`config.mk`:
```
export PLATFORM = sky130hd
export DESIGN_NAME = can_multiframe_reassembler
export DESIGN_NICKNAME = d
export VERILOG_FILES = /design/src/design/cmr_pkg.sv /design/src/design/cmr_front.sv /design/src/design/cmr_queue.sv /design/src/design/cmr_back.sv /design/src/design/can_multiframe_reassembler.sv
export SDC_FILE = /design/constraint.sdc
export NUM_CORES = 2
export LEC_CHECK = 0
export ABC_CLOCK_PERIOD_IN_PS = 11600
export BUFFER_PORTS_ARGS = -buffer_cell sky130_fd_sc_hd__buf_4
export CAP_MARGIN = 25
export CORE_MARGIN = 2
export CORE_UTILIZATION = 40
export DETAILED_ROUTE_END_ITERATION = 6
export GPL_TIMING_DRIVEN = 0
export SLEW_MARGIN = 20
export SYNTH_ARGS = -nofsm -noshare
export SYNTH_HDL_FRONTEND = slang
export SYNTH_SLANG_ARGS = --single-unit
```
`constraint.sdc`:
```
create_clock -name clk -period 11.6 [get_ports clk]
set_input_delay 0.58 -clock clk [delete_from_list [all_inputs] [get_ports clk]]
set_output_delay 0.58 -clock clk [all_outputs]
set_load 0.05 [all_outputs]
```
`src/design/cmr_pkg.sv`:
```
// ----------------------------------------------------------------------------
// cmr_pkg
// shared types and constants of the can multi-frame reassembler
// ----------------------------------------------------------------------------
package cmr_pkg;

  localparam int BYTES_PER_CHUNK = 6;
  localparam int CHUNK_W         = 48;
  localparam int SUM_W           = 32;
  localparam int CNT_W           = 16;
  // widths sized for the largest supported store (64 data frames)
  localparam int IDX_W           = 6;
  localparam int LEN_W           = 9;
  localparam int Q_DEPTH         = 4;
  localparam int Q_PTR_W         = 2;

  // result status codes, carried on out_tuser
  typedef enum logic [2:0] {
    ST_IGNORED  = 3'd0,
    ST_HEAD     = 3'd1,
    ST_DATA     = 3'd2,
    ST_SEQ_ERR  = 3'd3,
    ST_BAD_SUM  = 3'd4,
    ST_CHUNK    = 3'd5,
    ST_LEN_REJ  = 3'd6
  } status_t;

  // frame classes handed from front to back
  typedef enum logic [2:0] {
    K_IGNORE  = 3'd0,
    K_HEAD    = 3'd1,
    K_REJECT  = 3'd2,
    K_SEQ_ERR = 3'd3,
    K_DATA    = 3'd4,
    K_LAST    = 3'd5
  } kind_t;

  typedef struct packed {
    kind_t              kind;
    logic [IDX_W-1:0]   idx;
    logic [CHUNK_W-1:0] chunk;
    logic [2:0]         nb;
    logic [LEN_W-1:0]   len;
    logic [SUM_W-1:0]   exp_sum;
  } cmd_t;

endpackage

```
`src/design/cmr_front.sv`:
```
// ----------------------------------------------------------------------------
// cmr_front
// accepts frames, tracks sequence and remaining length, classifies each frame
// ----------------------------------------------------------------------------
module cmr_front import cmr_pkg::*; #(
  parameter int MAX_DATA_FRAMES = 32
) (
  input  logic        clk,
  input  logic        rst_n,
  input  logic        in_tvalid,
  output logic        in_tready,
  input  logic [63:0] in_tdata,
  input  logic        q_full,
  output logic        q_push,
  output cmd_t        q_cmd
);

  localparam int MAX_LEN = BYTES_PER_CHUNK * MAX_DATA_FRAMES;
  localparam int SEQ_W   = $clog2(MAX_DATA_FRAMES + 2);

  typedef enum logic {
    M_WAIT,
    M_COLLECT
  } mode_t;

  mode_t            mode_r, mode_nxt;
  logic [SEQ_W-1:0] next_seq_r, next_seq_nxt;
  logic [LEN_W-1:0] remain_r, remain_nxt;

  logic [15:0] seq;
  logic [15:0] len16;
  logic [15:0] seq_m1;

  assign in_tready = !q_full;
  assign q_push    = in_tvalid && in_tready;
  assign seq       = in_tdata[15:0];
  assign len16     = in_tdata[31:16];
  assign seq_m1    = seq - 16'd1;

  always_comb begin
    mode_nxt        = mode_r;
    next_seq_nxt    = next_seq_r;
    remain_nxt      = remain_r;
    q_cmd.kind      = K_IGNORE;
    q_cmd.idx       = seq_m1[IDX_W-1:0];
    q_cmd.chunk     = in_tdata[63:16];
    q_cmd.nb        = (remain_r < LEN_W'(BYTES_PER_CHUNK)) ? remain_r[2:0]
                                                           : 3'(BYTES_PER_CHUNK);
    q_cmd.len       = len16[LEN_W-1:0];
    q_cmd.exp_sum   = in_tdata[63:32];
    if (seq == 16'd0) begin
      if (len16 == 16'd0 || len16 > 16'(MAX_LEN)) begin
        q_cmd.kind = K_REJECT;
        mode_nxt   = M_WAIT;
      end else begin
        q_cmd.kind   = K_HEAD;
        mode_nxt     = M_COLLECT;
        next_seq_nxt = SEQ_W'(1);
        remain_nxt   = len16[LEN_W-1:0];
      end
    end else if (mode_r != M_COLLECT) begin
      q_cmd.kind = K_IGNORE;
    end else if (seq != 16'(next_seq_r) || seq > 16'(MAX_DATA_FRAMES)) begin
      q_cmd.kind = K_SEQ_ERR;
      mode_nxt   = M_WAIT;
    end else begin
      next_seq_nxt = next_seq_r + SEQ_W'(1);
      remain_nxt   = remain_r - LEN_W'(BYTES_PER_CHUNK);
      if (remain_r <= LEN_W'(BYTES_PER_CHUNK)) begin
        // final frame of the message
        q_cmd.kind = K_LAST;
        mode_nxt   = M_WAIT;
      end else begin
        q_cmd.kind = K_DATA;
      end
    end
  end

  always_ff @(posedge clk) begin
    if (!rst_n) begin
      mode_r     <= M_WAIT;
      next_seq_r <= '0;
      remain_r   <= '0;
    end else if (q_push) begin
      mode_r     <= mode_nxt;
      next_seq_r <= next_seq_nxt;
      remain_r   <= remain_nxt;
    end
  end

endmodule

```
`src/design/cmr_queue.sv`:
```
// ----------------------------------------------------------------------------
// cmr_queue
// short command queue between front and back
// ----------------------------------------------------------------------------
module cmr_queue import cmr_pkg::*; (
  input  logic clk,
  input  logic rst_n,
  input  logic push,
  input  cmd_t push_cmd,
  output logic full,
  input  logic pop,
  output logic valid,
  output cmd_t pop_cmd
);

  cmd_t               entry_r [Q_DEPTH];
  logic [Q_PTR_W-1:0] wr_ptr_r;
  logic [Q_PTR_W-1:0] rd_ptr_r;
  logic [Q_PTR_W:0]   count_r;

  assign full    = (count_r == (Q_PTR_W+1)'(Q_DEPTH));
  assign valid   = (count_r != '0);
  assign pop_cmd = entry_r[rd_ptr_r];

  always_ff @(posedge clk) begin
    if (push) begin
      entry_r[wr_ptr_r] <= push_cmd;
    end
  end

  always_ff @(posedge clk) begin
    if (!rst_n) begin
      wr_ptr_r <= '0;
      rd_ptr_r <= '0;
      count_r  <= '0;
    end else begin
      if (push) wr_ptr_r <= wr_ptr_r + Q_PTR_W'(1);
      if (pop)  rd_ptr_r <= rd_ptr_r + Q_PTR_W'(1);
      if (push && !pop)      count_r <= count_r + (Q_PTR_W+1)'(1);
      else if (pop && !push) count_r <= count_r - (Q_PTR_W+1)'(1);
    end
  end

endmodule

```
`src/design/cmr_back.sv`:
```
// ----------------------------------------------------------------------------
// cmr_back
// sums payload, stores chunks, checks the message sum and drives results
// ----------------------------------------------------------------------------
module cmr_back import cmr_pkg::*; #(
  parameter int MAX_DATA_FRAMES = 32
) (
  input  logic        clk,
  input  logic        rst_n,
  input  logic        q_valid,
  input  cmd_t        q_cmd,
  output logic        q_pop,
  output logic        out_tvalid,
  input  logic        out_tready,
  output logic [95:0] out_tdata,
  output logic [2:0]  out_tuser,
  output logic        out_tlast
);

  localparam int ADDR_W = (MAX_DATA_FRAMES > 1) ? $clog2(MAX_DATA_FRAMES) : 1;

  typedef enum logic [1:0] {
    S_IDLE,
    S_READ,
    S_SEND
  } state_t;

  state_t state_r;

  logic [CHUNK_W-1:0] mem [MAX_DATA_FRAMES];
  logic [CHUNK_W-1:0] rd_data_r;

  logic [LEN_W-1:0]   len_r;
  logic [SUM_W-1:0]   exp_r;
  logic [SUM_W-1:0]   sum_r;
  logic [CNT_W-1:0]   good_r;
  logic [CNT_W-1:0]   bad_r;
  logic [IDX_W-1:0]   last_idx_r;
  logic [IDX_W-1:0]   rd_idx_r;
  logic [LEN_W-1:0]   rd_remain_r;

  logic               out_valid_r;
  status_t            out_status_r;
  logic [4:0]         out_idx_r;
  logic [CHUNK_W-1:0] out_data_r;
  logic [2:0]         out_nb_r;
  logic               out_last_r;
  logic [7:0]         out_len_r;
  logic [CNT_W-1:0]   out_good_r;
  logic [CNT_W-1:0]   out_bad_r;

  logic               out_free;
  logic [10:0]        byte_sum;
  logic [SUM_W-1:0]   sum_nxt;
  logic [2:0]         rd_nb;
  logic               mem_we;

  assign out_free = !out_valid_r || out_tready;
  assign q_pop    = (state_r == S_IDLE) && q_valid && out_free;
  assign mem_we   = q_pop && (q_cmd.kind == K_DATA || q_cmd.kind == K_LAST);
  assign rd_nb    = (rd_remain_r < LEN_W'(BYTES_PER_CHUNK)) ? rd_remain_r[2:0]
                                                            : 3'(BYTES_PER_CHUNK);

  // bytes of the chunk that lie inside the message
  always_comb begin
    byte_sum = '0;
    for (int b = 0; b < BYTES_PER_CHUNK; b++) begin
      if (3'(b) < q_cmd.nb) begin
        byte_sum = byte_sum + 11'(q_cmd.chunk[8*b +: 8]);
      end
    end
  end
  assign sum_nxt = sum_r + SUM_W'(byte_sum);

  always_ff @(posedge clk) begin
    if (mem_we) begin
      mem[q_cmd.idx[ADDR_W-1:0]] <= q_cmd.chunk;
    end
  end

  always_ff @(posedge clk) begin
    if (state_r == S_READ) begin
      rd_data_r <= mem[rd_idx_r[ADDR_W-1:0]];
    end
  end

  always_ff @(posedge clk) begin
    if (!rst_n) begin
      state_r     <= S_IDLE;
      out_valid_r <= 1'b0;
      len_r       <= '0;
      exp_r       <= '0;
      sum_r       <= '0;
      good_r      <= '0;
      bad_r       <= '0;
      last_idx_r  <= '0;
      rd_idx_r    <= '0;
      rd_remain_r <= '0;
    end else begin
      unique case (state_r)
        S_IDLE: begin
          if (q_pop) begin
            out_idx_r  <= '0;
            out_data_r <= '0;
            out_nb_r   <= '0;
            out_last_r <= 1'b1;
            out_good_r <= good_r;
            unique case (q_cmd.kind)
              K_HEAD: begin
                len_r        <= q_cmd.len;
                exp_r        <= q_cmd.exp_sum;
                sum_r        <= '0;
                out_len_r    <= q_cmd.len[7:0];
                out_bad_r    <= bad_r;
                out_status_r <= ST_HEAD;
                out_valid_r  <= 1'b1;
              end
              K_REJECT: begin
                len_r        <= '0;
                out_len_r    <= '0;
                out_bad_r    <= bad_r;
                out_status_r <= ST_LEN_REJ;
                out_valid_r  <= 1'b1;
              end
              K_SEQ_ERR: begin
                out_len_r    <= len_r[7:0];
                out_bad_r    <= bad_r;
                out_status_r <= ST_SEQ_ERR;
                out_valid_r  <= 1'b1;
              end
              K_DATA: begin
                sum_r        <= sum_nxt;
                out_len_r    <= len_r[7:0];
                out_bad_r    <= bad_r;
                out_status_r <= ST_DATA;
                out_valid_r  <= 1'b1;
              end
              K_LAST: begin
                sum_r     <= sum_nxt;
                out_len_r <= len_r[7:0];
                if (sum_nxt != exp_r) begin
                  bad_r        <= bad_r + CNT_W'(1);
                  out_bad_r    <= bad_r + CNT_W'(1);
                  out_status_r <= ST_BAD_SUM;
                  out_valid_r  <= 1'b1;
                end else begin
                  // good message: read the stored chunks out as a run
                  out_bad_r   <= bad_r;
                  out_valid_r <= 1'b0;
                  good_r      <= good_r + CNT_W'(1);
                  last_idx_r  <= q_cmd.idx;
                  rd_idx_r    <= '0;
                  rd_remain_r <= len_r;
                  state_r     <= S_READ;
                end
              end
              default: begin
                out_len_r    <= len_r[7:0];
                out_bad_r    <= bad_r;
                out_status_r <= ST_IGNORED;
                out_valid_r  <= 1'b1;
              end
            endcase
          end else if (out_tready) begin
            out_valid_r <= 1'b0;
          end
        end
        S_READ: begin
          if (out_tready) out_valid_r <= 1'b0;
          state_r <= S_SEND;
        end
        S_SEND: begin
          if (out_free) begin
            out_valid_r  <= 1'b1;
            out_status_r <= ST_CHUNK;
            out_idx_r    <= rd_idx_r[4:0];
            out_data_r   <= rd_data_r;
            out_nb_r     <= rd_nb;
            out_last_r   <= (rd_idx_r == last_idx_r);
            out_len_r    <= len_r[7:0];
            out_good_r   <= good_r;
            out_bad_r    <= bad_r;
            rd_idx_r     <= rd_idx_r + IDX_W'(1);
            rd_remain_r  <= rd_remain_r - LEN_W'(BYTES_PER_CHUNK);
            state_r      <= (rd_idx_r == last_idx_r) ? S_IDLE : S_READ;
          end
        end
        default: state_r <= S_IDLE;
      endcase
    end
  end

  assign out_tvalid = out_valid_r;
  assign out_tuser  = out_status_r;
  assign out_tlast  = out_last_r;
  assign out_tdata  = {out_bad_r, out_good_r, out_len_r, out_nb_r, out_data_r, out_idx_r};

  a_non_chunk_plain: assert property (@(posedge clk) disable iff (!rst_n)
    out_valid_r && out_status_r != ST_CHUNK |-> out_last_r && out_nb_r == 3'd0)
    else $error("non-chunk result carries chunk fields");

  a_chunk_bytes: assert property (@(posedge clk) disable iff (!rst_n)
    out_valid_r && out_status_r == ST_CHUNK |-> out_nb_r != 3'd0 && out_nb_r <= 3'd6)
    else $error("chunk byte count out of range");

  a_rd_idx_bound: assert property (@(posedge clk) disable iff (!rst_n)
    state_r != S_IDLE |-> rd_idx_r <= last_idx_r)
    else $error("readout index past final chunk");

  a_send_after_read: assert property (@(posedge clk) disable iff (!rst_n)
    $rose(state_r == S_SEND) |-> $past(state_r) == S_READ)
    else $error("send entered without a store read");

endmodule

```
`src/design/can_multiframe_reassembler.sv`:
```
// ----------------------------------------------------------------------------
// can_multiframe_reassembler
// reassembles multi-frame messages from 8-byte can frames, checks their sum
// ----------------------------------------------------------------------------
// usage
//   in_*  : one can frame per transaction, in_tdata = the eight frame bytes
//   out_* : one or more results per frame; tuser gives the status, tlast
//           marks the final result caused by a frame
//   each frame gives exactly one result, except a frame that completes a
//   message with a matching sum: it gives one chunk result per data frame
// intake and readout
//   the front takes one frame per cycle while the four-entry command queue
//   has room; each frame's command passes the queue, then the output register
//   a good message reads its chunks out of the store one by one (store read,
//   then output register); the queue is not popped until the run is sent
// reset
//   synchronous rst_n clears state, counters and queue; the chunk store is
//   not cleared, only chunks written in the current message are read
// back-pressure
//   a result waits in the output register while out_tready is low; frames
//   keep being taken until the queue fills, then in_tready drops
// ----------------------------------------------------------------------------
module can_multiframe_reassembler import cmr_pkg::*; #(
  parameter int MAX_DATA_FRAMES = 32
) (
  input  logic        clk,
  input  logic        rst_n,
  input  logic        in_tvalid,
  output logic        in_tready,
  input  logic [63:0] in_tdata,    // frame_bytes[63:0]
  output logic        out_tvalid,
  input  logic        out_tready,
  output logic [95:0] out_tdata,   // chunk_index[4:0], chunk_data[52:5], chunk_bytes[55:53],
                                   // message_length[63:56], good_messages[79:64],
                                   // bad_sums[95:80]
  output logic [2:0]  out_tuser,   // status[2:0]
  output logic        out_tlast    // last_of_run
);

  // front to queue
  logic q_push;
  cmd_t q_push_cmd;
  logic q_full;
  // queue to back
  logic q_pop;
  logic q_valid;
  cmd_t q_pop_cmd;

  // classification of frames against the sequence state
  cmr_front #(
    .MAX_DATA_FRAMES(MAX_DATA_FRAMES)
  ) u_front (
    .clk      (clk),
    .rst_n    (rst_n),
    .in_tvalid(in_tvalid),
    .in_tready(in_tready),
    .in_tdata (in_tdata),
    .q_full   (q_full),
    .q_push   (q_push),
    .q_cmd    (q_push_cmd)
  );

  // decouples frame intake from readout stalls
  cmr_queue u_queue (
    .clk     (clk),
    .rst_n   (rst_n),
    .push    (q_push),
    .push_cmd(q_push_cmd),
    .full    (q_full),
    .pop     (q_pop),
    .valid   (q_valid),
    .pop_cmd (q_pop_cmd)
  );

  // sum check, chunk store and result output
  cmr_back #(
    .MAX_DATA_FRAMES(MAX_DATA_FRAMES)
  ) u_back (
    .clk       (clk),
    .rst_n     (rst_n),
    .q_valid   (q_valid),
    .q_cmd     (q_pop_cmd),
    .q_pop     (q_pop),
    .out_tvalid(out_tvalid),
    .out_tready(out_tready),
    .out_tdata (out_tdata),
    .out_tuser (out_tuser),
    .out_tlast (out_tlast)
  );

endmodule
```
==> summary.txt <==
Outcome
  – Status: finished clean

Routing
  – Detailed router's first-iteration violation count: 5071
  – Total length of routed wires: 223000 um
  – Vias post-DR: 44200
  – DRC violations left: 0
  – Avg WL per Cell: 28.3 um
  – Total iterations of the first detailed-routing run: 6
  – Count of nets left with antenna violations after detail routing: 0
  – Vias per cell: 5.63

Logic synthesis
  – Share of synthesized registers carrying an async set or reset: 0%
  – Yosys reg bits: 2078
  – Distinct cell type count of the synthesized netlist: 85
  – Avg Cell Area, Syn: 19.4 um2
  – Yosys top cell area share: 69.3%
  – Most area-consuming cells after synthesis: edfxtp_1, mux4_2, dfxtp_1
  – Number of cells produced by synthesis: 4303
  – Primary flip-flop cell chosen by synthesis mapping: edfxtp_1
  – Yosys synthesis warning count: 0
  – Area of the mapped netlist: 0.0834 mm2
  – Post-synth top area cell: edfxtp_1
  – Post-Synthesis Net Count: 4446
  – EDFF count, synth: 1924
  – Proportion of synthesized chip area in sequential cells: 73.0%

Pwr
  – Total power density per cell area: 245 mW/mm2
  – Sequential cell fraction of total power: 38.9%
  – Portion of total power attributed to combinational logic: 33.6%
  – Leak Pwr: 0.0313 uW
  – Final Power: 24300 uW
  – Part of the power in the clock network: 27.6%
  – Maximum resistive drop on vdd: 0.380 mV
  – Switching pwr: 8030 uW
  – Proportion of total power due to net switching: 33.1%
  – Internal power consumption: 16200 uW

Run
  – Number of max-capacitance violations reported: 0

Placement
  – Setup Slack @ Placement: -1.63 ns
  – Number of buffers added on ports: 168
  – Detailed placement HPWL: 146000 um
  – Final GP Congestion: 0.869

Floorplan
  – Number of placed I/O pins: 170
  – DIE HEIGHT: 461 um
  – Total die area: 0.212 mm2
  – Die Wd: 461 um
  – Initial standard-cell utilization of the core: 40.2%
  – Area of the core region: 0.207 mm2
  – Site row count: 167

Critical path
  – Crit path arrival time: 11.48 ns
  – Crit path launch type: flop
  – Crit path max fanout: 11
  – CP required: 12.17 ns
  – WS Path Type: flop to flop
  – Slowest stage cell on the critical path: or4_1
  – Element type at the critical path end: flop
  – Slowest stage delay, CP: 0.54 ns
  – Most used cell, CP: ha_1

Timing
  – Worst max-slew margin expressed relative to the limit: 25.6%
  – Maximum achievable frequency: 0.0917 GHz
  – Share of the cycle needed by the critical path after routing: 94.1%
  – Final setup margin: 0.690 ns
  – Clock Skews: 0.0433 ns
  – Final setup violating endpoints: 0
  – Slew at the pin closest to its max-slew limit: 1.12 ns
  – Clock period minus final worst setup slack: 10.91 ns
  – Fin Setup TNS: 0 ns
  – Final Max Tran Viols: 0
  – Setup repair after global routing missed its margin: no
  – Final Hold Fails: 0

Layout
  – Fin util: 47.7%
  – Share of layout cells above drive strength 1: 27.1%
  – Most common cell after layout, fill and taps aside: edfxtp_1
  – Register area: 0.0609 mm2
  – Commonest cells after routing, fill and taps aside: edfxtp_1, mux4_2, nand2_1, clkbuf_16
  – Multi-input combinational cell area: 0.0220 mm2
  – Layout filler cell count: 17200
  – Total number of nets in the final design: 5033
  – Area growth from synthesis to layout: 18.7%

Clock tree
  – Buffers from clock root to sink, at most: 3
  – Clock-pin slew on the worst setup and hold paths: 0.06 ns
  – Num CTS Buffers: 211
  – Root buffer selected by CTS: clkbuf_16
  – Clock tree from TritonCTS: done
  – Number of sinks handled by clock tree synthesis: 2078
  – Maximum level of the CTS H-tree: 4
  – Clock insertion delay at the later pin of the skew report: 0.85 ns

Global route
  – Pin count of the biggest net entering global routing: 43
  – GRT Total Usage: 20.8%
  – Vias in the first global route: 44400
  – GRT Residual Overflow: 0
  – Antenna violations before repair: 21
  – First-pass GRT wire length: 316000 um

Min path
  – HP Class: primary input to flop
[synth_stat cells (8+ instances only)]
master / number
edfxtp_1: 1924
mux4_2: 540
nand2_1: 228
nor2_1: 166
clkbuf_1: 160
dfxtp_1: 154
a21oi_1: 128
xnor2_1: 77
ha_1: 68
mux2_2: 68
o21ai_0: 68
and2_1: 66
nand3_1: 60
inv_1: 48
mux2i_1: 41
nand2b_1: 39
buf_1: 38
xor2_1: 36
and3_1: 35
nor3_1: 32
nand4_1: 28
a22oi_1: 25
a21o_1: 19
nor2b_1: 18
buf_2: 17
nor4_1: 14
or3_1: 14
a311oi_1: 11
o21ai_1: 11
nand3b_1: 10
o211ai_1: 10
a31oi_1: 9
o21a_1: 9
a22o_1: 8
or2_2: 8
[critical path: cells and delay by family, from the launching register on]
family | cells | cell delay (ns)
AOI/OAI and AO/OA | 12 | 2.65
adders and majority gates | 7 | 2.28
and+or+nand+nor | 8 | 1.65
buffers and inverters | 6 | 1.55
muxes | 5 | 1.38
xor gates and xnor gates | 5 | 0.63
DFF | 1 | 0.45
[area by class of cell]
| class | count | share of cell area [%] |
|---|---|---|
| sequential | 2078 | 61.5 |
| multi-input combinational | 1964 | 22.2 |
| clock buffer | 272 | 5.85 |
| timing repair buffer | 370 | 4.71 |
| tap | 2788 | 3.52 |
| clock inverter | 122 | 1.08 |
| buffer | 216 | 0.958 |
| inverter | 49 | 0.186 |
| antenna | 4 | 0.0101 |
[logic make-up after synthesis]
| kind of cell | Yosys count | share of synthesized area, % |
|---|---|---|
| flip-flops | 2078 | 73.0 |
| AO/OA/AOI/OAI | 366 | 2.82 |
| adder cells (fa/ha/maj) | 76 | 1.20 |
| multiplexers | 653 | 16.1 |
| buffers and inverters | 266 | 1.24 |
| AND/OR/NAND/NOR | 746 | 4.38 |
| XOR/XNOR | 118 | 1.32 |
[power groups by stage]
| stage | registers, uW | logic, uW | clock network, uW |
|---|---|---|---|
| after floorplan | 9810 | 5540 | 0 |
| after global placement | 9620 | 7690 | 0 |
| after detailed placement | 9570 | 7980 | 0 |
| after CTS | 9430 | 8060 | 6790 |
| after global routing | 9460 | 8920 | 7090 |
| final | 9440 | 8140 | 6690 |
[worst paths after layout]
check,slack (ns),startpoint,depth (start not counted),end
max,0.69,flop,43,u_back.out_tuser[0]
min,0.13,in_tdata[0],2,u_queue.entry_r[2][92]
max reg2reg,0.69,flop,43,u_back.out_tuser[0]
min reg2reg,0.46,u_back.exp_r[3],2,u_back.exp_r[3]
[state kept, by name, indices dropped and copies added (netlist names), 16 cells and up, named ones only]
| signal | flops |
|---|---|
| u_back.out_bad_r | 16 |
| u_back.out_good_r | 16 |
| u_back.exp_r | 32 |
| u_back.mem | 1536 |
| u_back.bad_r | 16 |
| u_back.rd_data_r | 48 |
| u_back.good_r | 16 |
| u_queue.entry_r | 240 |
| u_back.out_data_r | 48 |
| u_back.sum_r | 32 |
[metrics by stage]
stage	instances	instance area, um2	hold WS [ns]
2_1_floorplan	4303	83400	0.421
3_3_place_gp	7259	88200	0.449
3_5_place_dp	7392	91200	0.453
4_1_cts	7839	98700	0.0713
5_1_grt	7862	99000	0.119
6_report	7863	99000	0.132
[what timing repair did]
item	4_1_cts	5_1_grt
hold buffers	48	0
cloned	3	2
pin swaps	0	3
hold endpoints to repair	193	0
endpoints found under the setup margin	81	75
gates resized for setup	24	24
setup buffers	3	8
[layer usage]
layer | up-vias | part of all wire, % | track usage, %
li1 | 18800 | - | -
met1 | 23400 | 42 | 29.4
met2 | 1797 | 47 | 33.3
met3 | 323 | 8.2 | 3.74
met4 | 2 | 2.6 | 5.74
met5 | - | 0.0058 | 0
(Power assumes the default switching activity.)
